===== config.mk =====
export PLATFORM = sky130hd
export DESIGN_NAME = psg_tone_noise_envelope_core
export DESIGN_NICKNAME = d
export VERILOG_FILES = /design/src/rtl/psg_pkg.sv /design/src/rtl/psg_tone_chan.sv /design/src/rtl/psg_noise_gen.sv /design/src/rtl/psg_env_gen.sv /design/src/rtl/psg_tone_noise_envelope_core.sv
export SDC_FILE = /design/constraint.sdc
export NUM_CORES = 1
export LEC_CHECK = 0
export BUFFER_PORTS_ARGS = -buffer_cell sky130_fd_sc_hd__buf_2
export CAP_MARGIN = 5
export CORE_MARGIN = 10
export CORE_UTILIZATION = 40
export DETAILED_ROUTE_END_ITERATION = 16
export GPL_TIMING_DRIVEN = 0
export PLACE_DENSITY_LB_ADDON = 0.08
export SETUP_SLACK_MARGIN = 0.05
export SLEW_MARGIN = 10
export SYNTH_ARGS = -nofsm -noshare
export SYNTH_HDL_FRONTEND = slang
export SYNTH_SLANG_ARGS = --single-unit

===== constraint.sdc =====
create_clock -name clk -period 4.6 [get_ports clk]
set_clock_uncertainty 0.1 [all_clocks]
set_input_delay 1.15 -clock clk [delete_from_list [all_inputs] [get_ports clk]]
set_output_delay 1.15 -clock clk [all_outputs]
set_load 0.005 [all_outputs]

===== src/rtl/psg_pkg.sv =====
// shared types, register addresses and level tables for the sound generator
`default_nettype none

package psg_pkg;

    // register addresses of a write transaction
    localparam logic [3:0] ADDR_TONE_FINE_A   = 4'd0;
    localparam logic [3:0] ADDR_TONE_COARSE_A = 4'd1;
    localparam logic [3:0] ADDR_TONE_FINE_B   = 4'd2;
    localparam logic [3:0] ADDR_TONE_COARSE_B = 4'd3;
    localparam logic [3:0] ADDR_TONE_FINE_C   = 4'd4;
    localparam logic [3:0] ADDR_TONE_COARSE_C = 4'd5;
    localparam logic [3:0] ADDR_NOISE_PERIOD  = 4'd6;
    localparam logic [3:0] ADDR_MIXER         = 4'd7;
    localparam logic [3:0] ADDR_LEVEL_A       = 4'd8;
    localparam logic [3:0] ADDR_LEVEL_B       = 4'd9;
    localparam logic [3:0] ADDR_LEVEL_C       = 4'd10;
    localparam logic [3:0] ADDR_ENV_LO        = 4'd11;
    localparam logic [3:0] ADDR_ENV_HI        = 4'd12;
    localparam logic [3:0] ADDR_ENV_SHAPE     = 4'd13;

    localparam logic       CMD_TICK  = 1'b0;
    localparam logic       CMD_WRITE = 1'b1;

    localparam logic [16:0] NOISE_SEED = 17'h10000;
    localparam logic [4:0]  STEP_MAX_LONG  = 5'h1F;
    localparam logic [4:0]  STEP_MAX_SHORT = 5'h0F;

    localparam int CHANNELS = 3;

    typedef struct packed {
        logic fine;
        logic coarse;
        logic level;
    } psg_chan_wr_t;

    typedef struct packed {
        logic period_lo;
        logic period_hi;
        logic shape;
        logic level;
    } psg_env_wr_t;

    function automatic logic [11:0] vol_lookup(input logic [3:0] idx);
        logic [11:0] v;
        case (idx)
            4'd0:    v = 12'd21;
            4'd1:    v = 12'd30;
            4'd2:    v = 12'd43;
            4'd3:    v = 12'd60;
            4'd4:    v = 12'd86;
            4'd5:    v = 12'd121;
            4'd6:    v = 12'd171;
            4'd7:    v = 12'd242;
            4'd8:    v = 12'd342;
            4'd9:    v = 12'd483;
            4'd10:   v = 12'd683;
            4'd11:   v = 12'd965;
            4'd12:   v = 12'd1363;
            4'd13:   v = 12'd1925;
            4'd14:   v = 12'd2718;
            default: v = 12'd3840;
        endcase
        return v;
    endfunction

    // lower half of the 32-step envelope curve
    function automatic logic [11:0] env_low_lookup(input logic [3:0] idx);
        logic [11:0] v;
        case (idx)
            4'd8, 4'd9: v = 12'd1;
            4'd10:      v = 12'd2;
            4'd11:      v = 12'd3;
            4'd12:      v = 12'd5;
            4'd13:      v = 12'd7;
            4'd14:      v = 12'd10;
            4'd15:      v = 12'd15;
            default:    v = 12'd0;
        endcase
        return v;
    endfunction

    function automatic logic [11:0] env_lookup(input logic [4:0] idx, input logic short_env);
        logic [11:0] v;
        if (short_env || idx[4])
            v = vol_lookup(idx[3:0]);
        else
            v = env_low_lookup(idx[3:0]);
        return v;
    endfunction

endpackage

`default_nettype wire


===== src/rtl/psg_tone_chan.sv =====
// one channel: tone divider, square phase and level register
`default_nettype none

module psg_tone_chan
    import psg_pkg::*;
(
    input  wire logic         clk,
    input  wire logic         rst_n,
    input  wire logic         tick,
    input  wire psg_chan_wr_t wr,
    input  wire logic [7:0]   data,
    output logic              phase,
    output logic [3:0]        volume,
    output logic              env_mode
);

    logic [11:0] period_raw_reg, period_raw_next;
    logic [15:0] count_reg, count_next;
    logic        phase_reg, phase_next;
    logic [3:0]  volume_reg, volume_next;
    logic        env_mode_reg, env_mode_next;

    logic [15:0] count_inc;
    logic [15:0] period_full;

    always_comb
    begin
        period_raw_next = period_raw_reg;
        count_next      = count_reg;
        phase_next      = phase_reg;
        volume_next     = volume_reg;
        env_mode_next   = env_mode_reg;
        count_inc       = count_reg + 16'd1;
        period_full     = {1'b0, period_raw_reg, 3'b000};
        if (tick)
        begin
            count_next = count_inc;
            if (count_inc >= period_full)
            begin
                count_next = count_inc - period_full;
                phase_next = ~phase_reg;
            end
        end
        if (wr.fine)
            period_raw_next = {period_raw_reg[11:8], data};
        if (wr.coarse)
            period_raw_next = {data[3:0], period_raw_reg[7:0]};
        if (wr.level)
        begin
            volume_next   = data[3:0];
            env_mode_next = data[4];
        end
    end

    always_ff @(posedge clk or negedge rst_n)
    begin
        if (!rst_n)
        begin
            period_raw_reg <= '0;
            count_reg      <= '0;
            phase_reg      <= 1'b0;
            volume_reg     <= '0;
            env_mode_reg   <= 1'b0;
        end
        else
        begin
            period_raw_reg <= period_raw_next;
            count_reg      <= count_next;
            phase_reg      <= phase_next;
            volume_reg     <= volume_next;
            env_mode_reg   <= env_mode_next;
        end
    end

    assign phase    = phase_reg;
    assign volume   = volume_reg;
    assign env_mode = env_mode_reg;

endmodule

`default_nettype wire


===== src/rtl/psg_noise_gen.sv =====
// noise divider and 17-bit lfsr
`default_nettype none

module psg_noise_gen
    import psg_pkg::*;
(
    input  wire logic       clk,
    input  wire logic       rst_n,
    input  wire logic       tick,
    input  wire logic       wr_period,
    input  wire logic [7:0] data,
    output logic            noise_bit
);

    logic [4:0]  period_raw_reg, period_raw_next;
    logic [8:0]  count_reg, count_next;
    logic [16:0] lfsr_reg, lfsr_next;
    logic        out_reg, out_next;

    logic [8:0]  count_inc;
    logic [8:0]  period_full;

    always_comb
    begin
        period_raw_next = period_raw_reg;
        count_next      = count_reg;
        lfsr_next       = lfsr_reg;
        out_next        = out_reg;
        count_inc       = count_reg + 9'd1;
        period_full     = {1'b0, period_raw_reg, 3'b000};
        if (tick)
        begin
            count_next = count_inc;
            if (count_inc >= period_full)
            begin
                count_next = count_inc - period_full;
                out_next   = lfsr_reg[0];
                lfsr_next  = {lfsr_reg[0] ^ lfsr_reg[3], lfsr_reg[16:1]};
            end
        end
        if (wr_period)
            period_raw_next = data[4:0];
    end

    always_ff @(posedge clk or negedge rst_n)
    begin
        if (!rst_n)
        begin
            period_raw_reg <= '0;
            count_reg      <= '0;
            lfsr_reg       <= NOISE_SEED;
            out_reg        <= 1'b0;
        end
        else
        begin
            period_raw_reg <= period_raw_next;
            count_reg      <= count_next;
            lfsr_reg       <= lfsr_next;
            out_reg        <= out_next;
        end
    end

    assign noise_bit = out_reg;

endmodule

`default_nettype wire


===== src/rtl/psg_env_gen.sv =====
// envelope generator: period divider, step counter, attack/alternate/hold
`default_nettype none

module psg_env_gen
    import psg_pkg::*;
(
    input  wire logic        clk,
    input  wire logic        rst_n,
    input  wire logic        tick,
    input  wire psg_env_wr_t wr,
    input  wire logic [7:0]  data,
    input  wire logic        short_env,
    input  wire logic        any_env_mode,
    output logic [11:0]      level
);

    logic [15:0] raw_reg, raw_next;
    logic [20:0] count_reg, count_next;
    logic [4:0]  step_reg, step_next;
    logic [4:0]  attack_reg, attack_next;
    logic [4:0]  hold_reg, hold_next;
    logic [4:0]  alt_reg, alt_next;
    logic        held_reg, held_next;
    logic        halted_reg, halted_next;
    logic [11:0] level_reg, level_next;

    logic [4:0]  step_max;
    logic [19:0] period;
    logic [20:0] count_inc;
    logic [4:0]  shape_attack;

    always_comb
    begin
        raw_next    = raw_reg;
        count_next  = count_reg;
        step_next   = step_reg;
        attack_next = attack_reg;
        hold_next   = hold_reg;
        alt_next    = alt_reg;
        held_next   = held_reg;
        halted_next = halted_reg;
        level_next  = level_reg;

        step_max     = short_env ? STEP_MAX_SHORT : STEP_MAX_LONG;
        period       = short_env ? {raw_reg, 4'b0000} : {1'b0, raw_reg, 3'b000};
        count_inc    = count_reg + 21'd1;
        shape_attack = data[2] ? step_max : 5'd0;

        if (tick && !halted_reg)
        begin
            count_next = count_inc;
            if (count_inc >= {1'b0, period})
            begin
                count_next = count_inc - {1'b0, period};
                if (step_reg == 5'd0)
                begin
                    attack_next = attack_reg ^ alt_reg;
                    step_next   = hold_reg ^ step_max;
                    held_next   = (hold_reg != 5'd0);
                    halted_next = (hold_reg != 5'd0) || !any_env_mode;
                end
                else
                begin
                    step_next = step_reg - 5'd1;
                end
                level_next = env_lookup(step_next ^ attack_next, short_env);
            end
        end

        if (wr.period_lo)
            raw_next = {raw_reg[15:8], data};
        if (wr.period_hi)
            raw_next = {data, raw_reg[7:0]};
        if (wr.level)
            halted_next = held_reg || !any_env_mode;
        if (wr.shape)
        begin
            attack_next = shape_attack;
            if (data[3])
            begin
                hold_next = data[0] ? step_max : 5'd0;
                alt_next  = data[1] ? step_max : 5'd0;
            end
            else
            begin
                hold_next = step_max;
                alt_next  = shape_attack;
            end
            step_next   = step_max;
            level_next  = env_lookup(shape_attack ^ step_max, short_env);
            held_next   = 1'b0;
            halted_next = !any_env_mode;
        end
    end

    always_ff @(posedge clk or negedge rst_n)
    begin
        if (!rst_n)
        begin
            raw_reg    <= '0;
            count_reg  <= '0;
            step_reg   <= '0;
            attack_reg <= '0;
            hold_reg   <= '0;
            alt_reg    <= '0;
            held_reg   <= 1'b0;
            halted_reg <= 1'b1;
            level_reg  <= '0;
        end
        else
        begin
            raw_reg    <= raw_next;
            count_reg  <= count_next;
            step_reg   <= step_next;
            attack_reg <= attack_next;
            hold_reg   <= hold_next;
            alt_reg    <= alt_next;
            held_reg   <= held_next;
            halted_reg <= halted_next;
            level_reg  <= level_next;
        end
    end

    assign level = level_reg;

endmodule

`default_nettype wire


===== src/rtl/psg_tone_noise_envelope_core.sv =====
// three-channel sound generator: tone dividers, noise lfsr and envelope
//
// usage:
//   s_axis carries one item per transaction: tuser is the command (0 = tick,
//   1 = register write), tdata holds the register address and data byte.
//   m_axis returns exactly one result per item: tone phases, noise bit, mixer
//   masks, three channel amplitudes and the envelope level, all taken from
//   the generator state after that item.
//   cfg_valid/cfg_ready/cfg_data writes the short envelope mode bit; write it
//   only while no item is in flight.
// timing:
//   an item is captured in the input register, then applied to the generator
//   state once no result waits or m_axis_tready is high; the updated state
//   is presented as its result. one item per cycle is sustained while
//   m_axis_tready stays high.
// reset and stall:
//   rst_n clears all but input data registers (noise lfsr to seed, envelope
//   halted). a result waiting with m_axis_tready low holds, as does the state;
//   s_axis_tready stays high until the input register is also occupied.
`default_nettype none

module psg_tone_noise_envelope_core
    import psg_pkg::*;
(
    input  wire logic        clk,
    input  wire logic        rst_n,
    input  wire logic        s_axis_tvalid,
    output logic             s_axis_tready,
    input  wire logic [15:0] s_axis_tdata,  // reg_addr[3:0], reg_data[11:4], zero
    input  wire logic        s_axis_tuser,  // cmd[0]
    output logic             m_axis_tvalid,
    input  wire logic        m_axis_tready,
    // tone_phase_a[0], tone_phase_b[1], tone_phase_c[2], noise_bit[3],
    // tone_disable_mask[6:4], noise_disable_mask[9:7], amplitude_a[21:10],
    // amplitude_b[33:22], amplitude_c[45:34], envelope_level[57:46], zero
    output logic [63:0]      m_axis_tdata,
    input  wire logic        cfg_valid,
    output logic             cfg_ready,
    input  wire logic        cfg_data
);

    logic        in_valid_reg, in_valid_next;
    logic        in_cmd_reg;
    logic [3:0]  in_addr_reg;
    logic [7:0]  in_data_reg;
    logic        out_valid_reg, out_valid_next;
    logic        short_env_reg;
    logic [5:0]  mixer_reg, mixer_next;

    logic        advance;
    logic        tick;
    logic        wr;
    psg_chan_wr_t chan_wr [CHANNELS];
    psg_env_wr_t  env_wr;
    logic        noise_wr;
    logic        mixer_wr;

    logic [CHANNELS-1:0] phase;
    logic [CHANNELS-1:0] env_mode;
    logic [CHANNELS-1:0] env_mode_after;
    logic [3:0]          volume [CHANNELS];
    logic [11:0]         amplitude [CHANNELS];
    logic [11:0]         env_level;
    logic                noise_bit;

    assign advance       = in_valid_reg && (!out_valid_reg || m_axis_tready);
    assign s_axis_tready = !in_valid_reg || advance;
    assign cfg_ready     = 1'b1;
    assign tick          = advance && (in_cmd_reg == CMD_TICK);
    assign wr            = advance && (in_cmd_reg == CMD_WRITE);

    // address decode of a write transaction
    always_comb
    begin
        for (int i = 0; i < CHANNELS; i++)
            chan_wr[i] = '0;
        env_wr   = '0;
        noise_wr = 1'b0;
        mixer_wr = 1'b0;
        if (wr)
        begin
            unique case (in_addr_reg)
                ADDR_TONE_FINE_A:   chan_wr[0].fine   = 1'b1;
                ADDR_TONE_COARSE_A: chan_wr[0].coarse = 1'b1;
                ADDR_TONE_FINE_B:   chan_wr[1].fine   = 1'b1;
                ADDR_TONE_COARSE_B: chan_wr[1].coarse = 1'b1;
                ADDR_TONE_FINE_C:   chan_wr[2].fine   = 1'b1;
                ADDR_TONE_COARSE_C: chan_wr[2].coarse = 1'b1;
                ADDR_NOISE_PERIOD:  noise_wr          = 1'b1;
                ADDR_MIXER:         mixer_wr          = 1'b1;
                ADDR_LEVEL_A:       chan_wr[0].level  = 1'b1;
                ADDR_LEVEL_B:       chan_wr[1].level  = 1'b1;
                ADDR_LEVEL_C:       chan_wr[2].level  = 1'b1;
                ADDR_ENV_LO:        env_wr.period_lo  = 1'b1;
                ADDR_ENV_HI:        env_wr.period_hi  = 1'b1;
                ADDR_ENV_SHAPE:     env_wr.shape      = 1'b1;
                default:            ;
            endcase
            env_wr.level = chan_wr[0].level || chan_wr[1].level || chan_wr[2].level;
        end
    end

    // envelope modes as they stand once this item is applied
    always_comb
    begin
        for (int i = 0; i < CHANNELS; i++)
            env_mode_after[i] = chan_wr[i].level ? in_data_reg[4] : env_mode[i];
    end

    assign mixer_next     = mixer_wr ? in_data_reg[5:0] : mixer_reg;
    assign in_valid_next  = s_axis_tready ? s_axis_tvalid : in_valid_reg;
    assign out_valid_next = advance ? 1'b1 : (m_axis_tready ? 1'b0 : out_valid_reg);

    always_ff @(posedge clk or negedge rst_n)
    begin
        if (!rst_n)
        begin
            in_valid_reg  <= 1'b0;
            out_valid_reg <= 1'b0;
            short_env_reg <= 1'b0;
            mixer_reg     <= '0;
        end
        else
        begin
            in_valid_reg  <= in_valid_next;
            out_valid_reg <= out_valid_next;
            mixer_reg     <= mixer_next;
            if (cfg_valid && cfg_ready)
                short_env_reg <= cfg_data;
        end
    end

    always_ff @(posedge clk)
    begin
        if (s_axis_tvalid && s_axis_tready)
        begin
            in_cmd_reg  <= s_axis_tuser;
            in_addr_reg <= s_axis_tdata[3:0];
            in_data_reg <= s_axis_tdata[11:4];
        end
    end

    for (genvar g = 0; g < CHANNELS; g++)
    begin : g_chan
        psg_tone_chan u_chan (
            .clk      (clk),
            .rst_n    (rst_n),
            .tick     (tick),
            .wr       (chan_wr[g]),
            .data     (in_data_reg),
            .phase    (phase[g]),
            .volume   (volume[g]),
            .env_mode (env_mode[g])
        );

        assign amplitude[g] = env_mode[g] ? env_level : vol_lookup(volume[g]);
    end

    psg_noise_gen u_noise (
        .clk       (clk),
        .rst_n     (rst_n),
        .tick      (tick),
        .wr_period (noise_wr),
        .data      (in_data_reg),
        .noise_bit (noise_bit)
    );

    psg_env_gen u_env (
        .clk          (clk),
        .rst_n        (rst_n),
        .tick         (tick),
        .wr           (env_wr),
        .data         (in_data_reg),
        .short_env    (short_env_reg),
        .any_env_mode (|env_mode_after),
        .level        (env_level)
    );

    // generator state only moves on advance, so it doubles as the result register
    assign m_axis_tvalid = out_valid_reg;
    assign m_axis_tdata  = {6'b000000, env_level, amplitude[2], amplitude[1], amplitude[0],
                            mixer_reg[5:3], mixer_reg[2:0], noise_bit, phase[2], phase[1],
                            phase[0]};

endmodule

`default_nettype wire


# After elaboration in Yosys (flattened, before gate mapping)
# Memories as Yosys holds them, arrays and structs flattened.
# Index checks and enable logic that the tools add are counted.
# word_totals
regBits	227
mem_bits_ro	1088
input_bits	23
out_inout_bits	67
elab_cells	202
memories	7
# memory_table
name	words	width	read_ports	rd_clocked_by_memory_dff	wr	line	text
(name not given)	16	12	1	0	0	psg_pkg.sv:46	case (idx)
(name not given)	16	12	1	0	0	psg_pkg.sv:46	
(name not given)	16	12	1	0	0	psg_pkg.sv:46	
(name not given)	16	12	1	0	0	psg_pkg.sv:46	
(name not given)	16	12	1	0	0	psg_pkg.sv:46	
(name not given)	16	4	1	0	0	psg_pkg.sv:70	case (idx)
+1 memories	-	-	-	-	-	-	
# classes
n_addsub	11
magnitude_cmp	5
eq_ne	13
mux	75
bitwise	13
n_reduce_logical	39
# ops
cell	count
two-way mux 12 bit	11
two-way mux 5 bit	18
two-way mux 16 bit	4
adder 16 x 1 -> 16 bit, second input constant	3
greater-or-equal comparator 16 x 15 -> 1 bit	3
subtractor 16 x 15 -> 16 bit	3
two-way mux 1 bit	33
two-way mux 8 bit	4
== test 4 bit, second input constant	6
adder 21 x 1 -> 21 bit, second input constant	1
greater-or-equal comparator 21 x 20 -> 1 bit	1
two-way mux 21 bit	1
subtractor 21 x 20 -> 21 bit	1
two-way mux 20 bit	1
XOR 5 bit	4
two-way mux 9 bit	2
AND reduction 2 bit	9
== test 4 x 3 -> 1 bit, second input constant	4
adder 9 x 1 -> 9 bit, second input constant	1
greater-or-equal comparator 9 x 8 -> 1 bit	1
nonzero test 3 bit	3
subtractor 9 x 8 -> 9 bit	1
== test 4 x 2 -> 1 bit, second input constant	2
logical OR 1 bit	8
13 further kinds	31

# Longest topological paths before layout
# logic_depth
ltp_word	15
mapped_depth	17
ltp_nobuf	16

# By module
# Synthesis repeated with hierarchy kept, for this count alone.
# hier_totals
cells_unflattened	1719
hier_area_um2	15890.2
# modules_own_cells
module	instances	cells_per_inst	area_per_inst_um2	seq_area_each_um2
psg_tone_chan	3	259	2337.2	850.8
psg_env_gen	1	529	4946.0	1627.8
psg_tone_noise_envelope_core	1	271	2214.6	615.6
psg_noise_gen	1	142	1717.9	802.0

# Least setup slack after synthesis
# Ideal clock, no wire load.
# synth_timing
kind	register to register
from	register u_env.count_reg[0]
to	register u_env.count_reg[14]
arrival_ns	3.583
required_ns	4.363
path_slack_ns	0.780
path_stages_with_launch	17
cell_sequence	dfrtp_1 ha_1 nand3_1 nor4_1 nand3_1 xnor2_1 ha_1 and3_1 and3_1 and3b_1 o31a_1 nor3_2 buf_2 buf_2 nand3_1 o21ai_0 a21oi_1
# synth_between
elab_chain_cells	3
# synth_lines
element	line	text
from (decl)	psg_env_gen.sv:18	logic [20:0] count_reg, count_next;
from (signal assigned)	psg_env_gen.sv:113	count_reg <= count_next;
adder 21 x 1 -> 21 bit *	psg_env_gen.sv:46	count_inc = count_reg + 21'd1;
subtractor 21 x 20 -> 21 bit / greater-or-equal comparator 21 x 20 -> 1 bit (equally long branches)	psg_env_gen.sv:54, psg_env_gen.sv:52	
two-way mux 21 bit *	psg_env_gen.sv:52	if (count_inc >= {1'b0, period})
# Mark *: on every way between the ends. The rest lies on a longest branch, timed or not.
# A chain may end at the register's enable or synchronous reset.

# Worst setup path in the final report
# layout_timing
from	register u_env.count_reg[0]
to	register u_env.step_reg[4]
# layout_between
elab_chain_cells	4
# layout_lines
element	line	text
adder 21 x 1 -> 21 bit	psg_env_gen.sv:46	
greater-or-equal comparator 21 x 20 -> 1 bit	psg_env_gen.sv:52	
nonzero test 2 bit (no line)	-	
AND reduction 2 bit (no line)	-	
to (signal assigned)	psg_env_gen.sv:114	step_reg <= step_next;
to (decl)	psg_env_gen.sv:19	logic [4:0] step_reg, step_next;
# No other way between the ends.

==> qor.txt <==
vias in the first global route: 12600
Warnings, synthesis: 0
Reg2Reg Launch Point: u_env.count_reg[0]
die area: 46300 sq um
met2 GRT Util: 28.5%
Crit path largest cell delay: 440 ps
WL/cell: 18.3 um
worst reg-to-reg setup slack: 340 ps
Final nets: 1928
post-DR vias/cell: 5.41
Post-CTS Setup Bufs: 0
arrival time at the worst endpoint: 4590 ps
Skew-Pair Late Insertion Delay: 550 ps
Slew Viols, Final: 0
Finished Cell Area: 17300 sq um
overflow left after global routing: 0
outcome: finished clean
Synth cell types: 84
R2R depth: 15
layout cells sized above 1: 15.2%
Data required, critical path: 4930 ps
Hold Path Class: in -> async
worst vdd ir: 0.372 mV
sum of negative setup slack: 0 ps
Mapped Area: 15300 sq um
DRT Pass-1 Iters: 5
Worst path slowest cell: dfrtp_1
Root Buffer: clkbuf_16
CTS clock-pin slew for the worst setup and hold paths: 60 ps
first-pass GRT wire length: 69.3 mm
Port-buffer cells: 78
Slew HR: 32.7%
HPWL Detailed: 31.9 mm
GP Congestion: 0.888
met3 usage: 2.72%
num ports: 90
Setup crit end kind: register
grt peak-use layer: met2
Final Critical Period: 4260 ps
Seq pwr share: 27.0%
Syn Area/Cell: 8.97 sq um
CP endpoint: u_env.step_reg[4]
Sinks on Clock Net: 221
commonest non-fill, non-tap cells in the layout: 206 x dfrtp_1, 197 x nand2_1, 137 x o21ai_0
Psw: 0.00530 W
reg2reg end: u_env.step_reg[4]
First DRT Iteration DRCs: 836
RSZ-0062 raised after global routing: false
Net Sw Frac: 44.1%
crit path from: u_env.count_reg[0]
routed vias: 12700
Max Freq: 0.235 GHz
Hold Violations, Final: 0
Final Cycle Share: 92.5%
Async S/R FF share, synth: 94.1%
EDFF count, synth: 13
Diodes inserted: 0
Routed Antenna Nets: 0
GRT Util Overall: 18.2%
Int Power: 0.00672 W
total power: 0.0120 W
DRC Markers: 0
P_leak: 7.54 nW
max cap viols: 0
crit start category: register
placed cell areas: 16400 sq um
H-tree levels: 1
Clk pwr share: 18.0%
most common cell after layout, fill and taps aside: dfrtp_1
P per Cell Area: 694 nW/um^2
CP Max Fanout: 8
initial antenna violation count: 3
largest net degree at the start of global routing: 104
die width: 215 um
register bit total from synthesis: 221
die height: 215 um
worst-path cell chain: ha_1 > nand3_2 > nor2_1 > nand2_1 > xnor2_2 > ha_1 > clkbuf_1 > and3_1 > a221oi_4 > and3b_1 > o31a_1 > o31a_1 > nor2_1 > a21oi_1 > o211a_1
initial core utilization: 40.5%
max reg flops: 48
Synth Flop Type: dfrtp_1
Max Buffers Root-to-Sink: 3
Gate power share: 55.0%
P&R area growth vs syn: 13.5%
Crit Path Category: reg -> reg
synthesized instance count: 1701
final WL: 42.9 mm
post-synthesis sequential area ratio: 36.7%
CTS tree: done
row cnt: 71
Core Area: 37700 sq um
total CTS buffers: 27
Final setup viols: 0
met1 usage: 25.9%
Slew @ Worst Pin: 1010 ps
-- worst min path at each step --
| stage | endpoint | cells after the start | startpoint | slack (ps) |
|---|---|---|---|---|
| 6_report | u_env.level[3] | 1 | rst_n | 350 |
| 5_1_grt | u_env.level[3] | 1 | rst_n | 360 |
| 4_1_cts | u_env.step_reg[2] | 1 | rst_n | 340 |
| 3_5_place_dp | g_chan[2].u_chan.phase | 1 | g_chan[2].u_chan.phase | 370 |
| 3_3_place_gp | g_chan[2].u_chan.phase | 1 | g_chan[2].u_chan.phase | 360 |
| 2_1_floorplan | g_chan[2].u_chan.phase | 1 | g_chan[2].u_chan.phase | 340 |
-- synth_stat cells, drive strengths merged, types with 28 or more instances --
cell type / number / area share, %
mux2i: 43 / 2.8
clkbuf: 66 / 1.6
nor2: 111 / 2.7
nand2: 197 / 4.8
mux2: 92 / 6.8
xor2: 39 / 2.2
dfrtp: 206 / 34
inv: 80 / 2.0
a21oi: 85 / 2.8
buf: 28 / 1.1
o21ai: 141 / 4.6
ha: 85 / 7.0
nand3: 78 / 2.6
xnor2: 89 / 5.2
nor3: 36 / 1.2
-- stage by stage --
step	util (%)	setup WS [ps]	hold WS (ps)	instances
floorplan	-	780	343	1706
global placement	43.3	-1630	358	2295
detailed placement	43.4	-38.4	366	2297
CTS	45.8	83.0	337	2345
global route	46.0	36.6	356	2345
finish	46.0	343	354	2345
-- final cells by class --
class / count / area [sq um]
sequential: 221 / 5600
clock buffer: 33 / 718
buffer: 94 / 423
fill: 3800 / 20400
multi-input combinational: 1309 / 9010
clock inverter: 15 / 161
tap: 511 / 639
timing repair buffer: 80 / 455
inverter: 82 / 308
-- cells by family (layout without fill, tap and decap cells) --
group	Yosys count	count (layout)	synth area share (%)
multiplexers	138	138	10.1
AO/OA/AOI/OAI	373	373	15.3
flip-flops	221	221	36.7
other	2	7	0.0492
buffers and inverters	176	304	4.73
XOR/XNOR	128	128	7.40
adder cells (fa/ha/maj)	90	90	7.63
AND/OR/NAND/NOR	573	573	18.1
-- timing repair --
item,CTS,global route
hold endpoints to repair,0,0
setup endpoints to repair,16,55
gates resized for setup,4,10
hold buffers,0,0
-- critical path: cells and delay by family (launching register included) --
family / cells / cell delay, ps
buffers and inverters: 1 / 200
adders and majority gates: 2 / 540
xor gates and xnor gates: 1 / 160
and+or+nand+nor: 6 / 1370
DFF: 1 / 440
AOI/OAI and AO/OA: 5 / 1340
-- power groups by stage --
stage | sequential, W | combinational, W | clock [W]
global route | 0.00334 | 0.00746 | 0.00232
CTS | 0.00323 | 0.00658 | 0.00223
finish | 0.00324 | 0.00662 | 0.00216
detailed placement | 0.00326 | 0.00656 | 0
floorplan | 0.00308 | 0.00498 | 0
global placement | 0.00324 | 0.00648 | 0
-- layer usage --
layer,share of wire (%),wire [um]
met5,0,0
met4,1.8,769
met3,4.3,1830
met2,44,19000
met1,50,21300
No activity file was read; power rests on OpenSTA's default activity.
